$ cat config.mk
export PLATFORM = sky130hd
export DESIGN_NAME = tkkm_apb_cfg
export DESIGN_NICKNAME = d
export VERILOG_FILES = /design/src/sv/tkkm_pkg.sv /design/src/sv/tkkm_apb_cfg.sv
export SDC_FILE = /design/constraint.sdc
export NUM_CORES = 1
export LEC_CHECK = 0
export BUFFER_PORTS_ARGS = -buffer_cell sky130_fd_sc_hd__buf_2
export CORE_AREA = 8 8 50 62
export CTS_CLUSTER_SIZE = 30
export DETAILED_ROUTE_END_ITERATION = 7
export DIE_AREA = 0 0 58 70
export PLACE_DENSITY = 0.85
export REMOVE_ABC_BUFFERS = 1
export SKIP_CTS_REPAIR_TIMING = 1
export SLEW_MARGIN = 20
export SYNTH_ARGS = -nofsm -noshare
export SYNTH_HDL_FRONTEND = slang
export SYNTH_SLANG_ARGS = --single-unit
$ cat constraint.sdc
create_clock -name clk -period 1.6 [get_ports clk]
set_input_delay 0 -clock clk [delete_from_list [all_inputs] [get_ports clk]]
set_output_delay 0 -clock clk [all_outputs]
set_load 0.05 [all_outputs]
$ cat src/sv/tkkm_pkg.sv
// Package for the top-k keep-mask core: shared widths, register map and
// sequencer state type. No dependencies; used by all other files.
package tkkm_pkg;

    // Fixed payload widths
    localparam int unsigned SCORE_W    = 32;
    localparam int unsigned WORD_IDX_W = 4;
    localparam int unsigned KEEP_W     = 11;

    // APB register map: one register at byte 0, address spans two slots
    localparam int unsigned APB_DATA_W = 32;
    localparam int unsigned APB_ADDR_W = 3;
    localparam int unsigned REG_IDX_W  = 1;
    localparam logic [REG_IDX_W-1:0] REG_KEEP_COUNT = 1'b0;
    localparam logic [KEEP_W-1:0]    KEEP_RESET     = 11'd1;

    // Sequencer states
    typedef enum logic [4:0] {
        ST_LOAD,
        ST_COPY_RD,
        ST_COPY_WR,
        ST_SEL_CHECK,
        ST_SEL_PIV,
        ST_SEL_SCAN,
        ST_SEL_CMP,
        ST_SWAP_RD,
        ST_SWAP_WR,
        ST_FIN_RD,
        ST_FIN_WR,
        ST_THR_RD,
        ST_THR_SET,
        ST_MASK_RD,
        ST_MASK_CMP,
        ST_MASK_EMIT
    } state_t;

endpackage

$ cat src/sv/tkkm_apb_cfg.sv
// APB configuration register file: holds keep_count.
// Depends on tkkm_pkg.
module tkkm_apb_cfg (
    input  logic                              clk,
    input  logic                              rst_n,
    input  logic                              psel,
    input  logic                              penable,
    input  logic                              pwrite,
    input  logic [tkkm_pkg::APB_ADDR_W-1:0]   paddr,
    input  logic [tkkm_pkg::APB_DATA_W-1:0]   pwdata,
    output logic [tkkm_pkg::APB_DATA_W-1:0]   prdata,
    output logic                              pready,
    output logic [tkkm_pkg::KEEP_W-1:0]       keep_count
);

    logic [tkkm_pkg::REG_IDX_W-1:0] reg_idx;
    logic                           wr_en;
    logic [tkkm_pkg::KEEP_W-1:0]    keep_count_reg;
    logic [tkkm_pkg::KEEP_W-1:0]    keep_count_next;

    // Word-aligned register index
    assign reg_idx = paddr[tkkm_pkg::APB_ADDR_W-1:2];
    assign pready  = 1'b1;
    assign wr_en   = psel & penable & pwrite & pready;

    // Write decode
    always_comb
    begin
        keep_count_next = keep_count_reg;
        if (wr_en && reg_idx == tkkm_pkg::REG_KEEP_COUNT)
        begin
            keep_count_next = pwdata[tkkm_pkg::KEEP_W-1:0];
        end
    end

    always_ff @(posedge clk or negedge rst_n)
    begin
        if (!rst_n)
        begin
            keep_count_reg <= tkkm_pkg::KEEP_RESET;
        end
        else
        begin
            keep_count_reg <= keep_count_next;
        end
    end

    // Read mux
    always_comb
    begin
        prdata = '0;
        if (reg_idx == tkkm_pkg::REG_KEEP_COUNT)
        begin
            prdata = tkkm_pkg::APB_DATA_W'(keep_count_reg);
        end
    end

    assign keep_count = keep_count_reg;

endmodule
==> flow_metrics.tcl <==
set metrics [dict create \
    ir_worst_vdd_mv 0.875 \
    drive_gt1_frac 0.491 \
    crit_required_ns 1.60 \
    critPathMaxFanout 3 \
    synthTopCellsByArea "dfrtp_1 35%, buf_4 23%, mux2_4 21%" \
    vias 534 \
    fin_area_um2 977 \
    power_frac_comb 0.572 \
    setup-tns-final_ns 0 \
    grt_overflow 0 \
    yosys_warnings 0 \
    critPathSlowestCell "dfstp_2" \
    h-tree-depth 1 \
    place_congestion 0.659 \
    path_cells "nor2b_1, buf_2" \
    viasPerCell 4.08 \
    hold_slack_ns 0.134 \
    cts_made_buffers 3 \
    dr.pass1.iters 2 \
    rsz0062_at_grt "no" \
    syn_area_um2 719 \
    core_area_um2 2140 \
    mostFrequentLayoutCells "38 x buf_2, 22 x conb_1, 12 x dlygate4sd3_1" \
    grt_max_degree 13 \
    p_seq_frac 0.291 \
    route.detailed.wl_per_inst_um 14.0 \
    pwr-share-clk 0.137 \
    finalCriticalPeriod_ns 1.19 \
    endpoint_kind "primary output" \
    post-dp-hpwl_mm 1.47 \
    synth_cells 60 \
    chipHeight_um 70 \
    place_area_um2 831 \
    switching_share 0.519 \
    cts_root_buffer "clkbuf_4" \
    setup_viol 0 \
    hold_viol 0 \
    finalCritPeriodShare 0.741 \
    route.detailed.drc 0 \
    port_buffers 38 \
    p_per_area_nw_per_um2 1360 \
    status "finished clean" \
    fin_skew_ns 0 \
    syn_avg_cell_area_um2 12.0 \
    total_leakage_power_uw 0.000571 \
    cts.path.max_buffers 2 \
    initial_core_util 0.336 \
    rows 19 \
    intPower_uw 641 \
    fmax_mhz 844 \
    finalPower_uw 1330 \
    drt_wl_total_mm 1.83 \
    grt_pass1_vias 594 \
    synthDistinctLibCells 11 \
    grt.total_usage 0.0841 \
    cts_tree "yes" \
    diodes 0 \
    worstSetupPathType "register to primary output" \
    cap_viol_max_count 0 \
    r2r-start "keep_count[2]" \
    hp-class "input pin to asynchronous set/reset pin" \
    seq_area_frac_synth 0.384 \
    reg2reg_depth 1 \
    layout_commonest_cell "buf_2" \
    arrival_ns 1.19 \
    yosys.area.top_type_share 0.348 \
    critPathLaunchType "register" \
    finalNetCount 151 \
    power_switching_uw 690 \
    cts_sinks 11 \
    antenna_found_initial 0 \
    rrSetupSlack_ns 0.82 \
    cpPeakStageDelay_ns 0.54 \
    dr.first_iter.drc_count 5 \
    die_w_um 58 \
    syn2layout_area_growth_pct 35.8 \
    io_pins 84 \
    grt_pass1_wl_mm 2.71 \
    drv_slew 0 \
    yosysTopAreaCell "dfrtp_1" \
    ant_nets 0 \
    insertion_delay_ns 0.26 \
    largest_reg_flops 11 \
    clk_pin_slew_ns 0.07 \
    ys_ff_latch 11 \
    rr_endpoint "keep_count[2]" \
    die_area_um2 4060 \
]
per-stage QoR:
| step | setup slack, ns | cells | utilization |
|---|---|---|---|
| finish | 0.415 | 131 | 0.457 |
| global route | 0.320 | 131 | 0.457 |
| CTS | 0.386 | 119 | 0.401 |
| detailed placement | 0.518 | 115 | 0.388 |
| global placement | 0.542 | 115 | 0.388 |
| floorplan | 0.155 | 56 | - |
Yosys cell counts:
cell	n
buf_4	22
dfrtp_1	10
mux2_4	10
nor2b_1	10
conb_1	2
and2b_1	1
buf_6	1
clkbuf_1	1
dfstp_2	1
mux2_2	1
nand4b_4	1
power by group through the flow:
stage	registers, µW	logic [µW]	clock network, µW
detailed placement	394	741	0
global placement	387	735	0
floorplan	607	371	0
global route	399	795	219
finish	388	762	182
CTS	389	741	198
worst max path at each step:
stage	to	cells after the start	startpoint	slack, ns
2_1_floorplan	prdata[0]	1	keep_count[0]	0.16
3_3_place_gp	keep_count[2]	3	paddr[2]	0.54
3_5_place_dp	keep_count[2]	3	paddr[2]	0.52
4_1_cts	prdata[0]	2	keep_count[0]	0.39
5_1_grt	prdata[0]	2	keep_count[0]	0.32
6_report	prdata[0]	2	keep_count[0]	0.41
per-layer routing:
metal | global-route usage | vias up | wire length (µm)
met2 | 0.143 | 40 | 941
met3 | 0.0495 | 0 | 261
met4 | 0.0246 | 0 | 0
met5 | 0 | - | 0
li1 | - | 245 | -
met1 | 0.0832 | 249 | 626
area by class of cell:
type / instances / area (µm²)
Timing Repair Buffer: 50 / 310
Fill cell: 199 / 1160
Sequential cell: 11 / 277
Clock buffer: 4 / 26.3
Tap cell: 21 / 26.3
Multi-Input combinational cell: 45 / 338
cell families (layout without fill, tap and decap cells):
group | count (synthesis) | in the layout | synth area share
AND/OR/NAND/NOR | 12 | 12 | 0.130
other | 2 | 22 | 0.0104
buffers and inverters | 24 | 54 | 0.250
flip-flops | 11 | 11 | 0.384
multiplexers | 11 | 11 | 0.224
worst max-delay path: cells and delay by family, from the launching register on:
family | cells | cell delay (ns)
flip-flops | 1 | 0.54
buffers and inverters | 1 | 0.27
AND/OR/NAND/NOR | 1 | 0.12
Power figures use the tool's default switching activity.
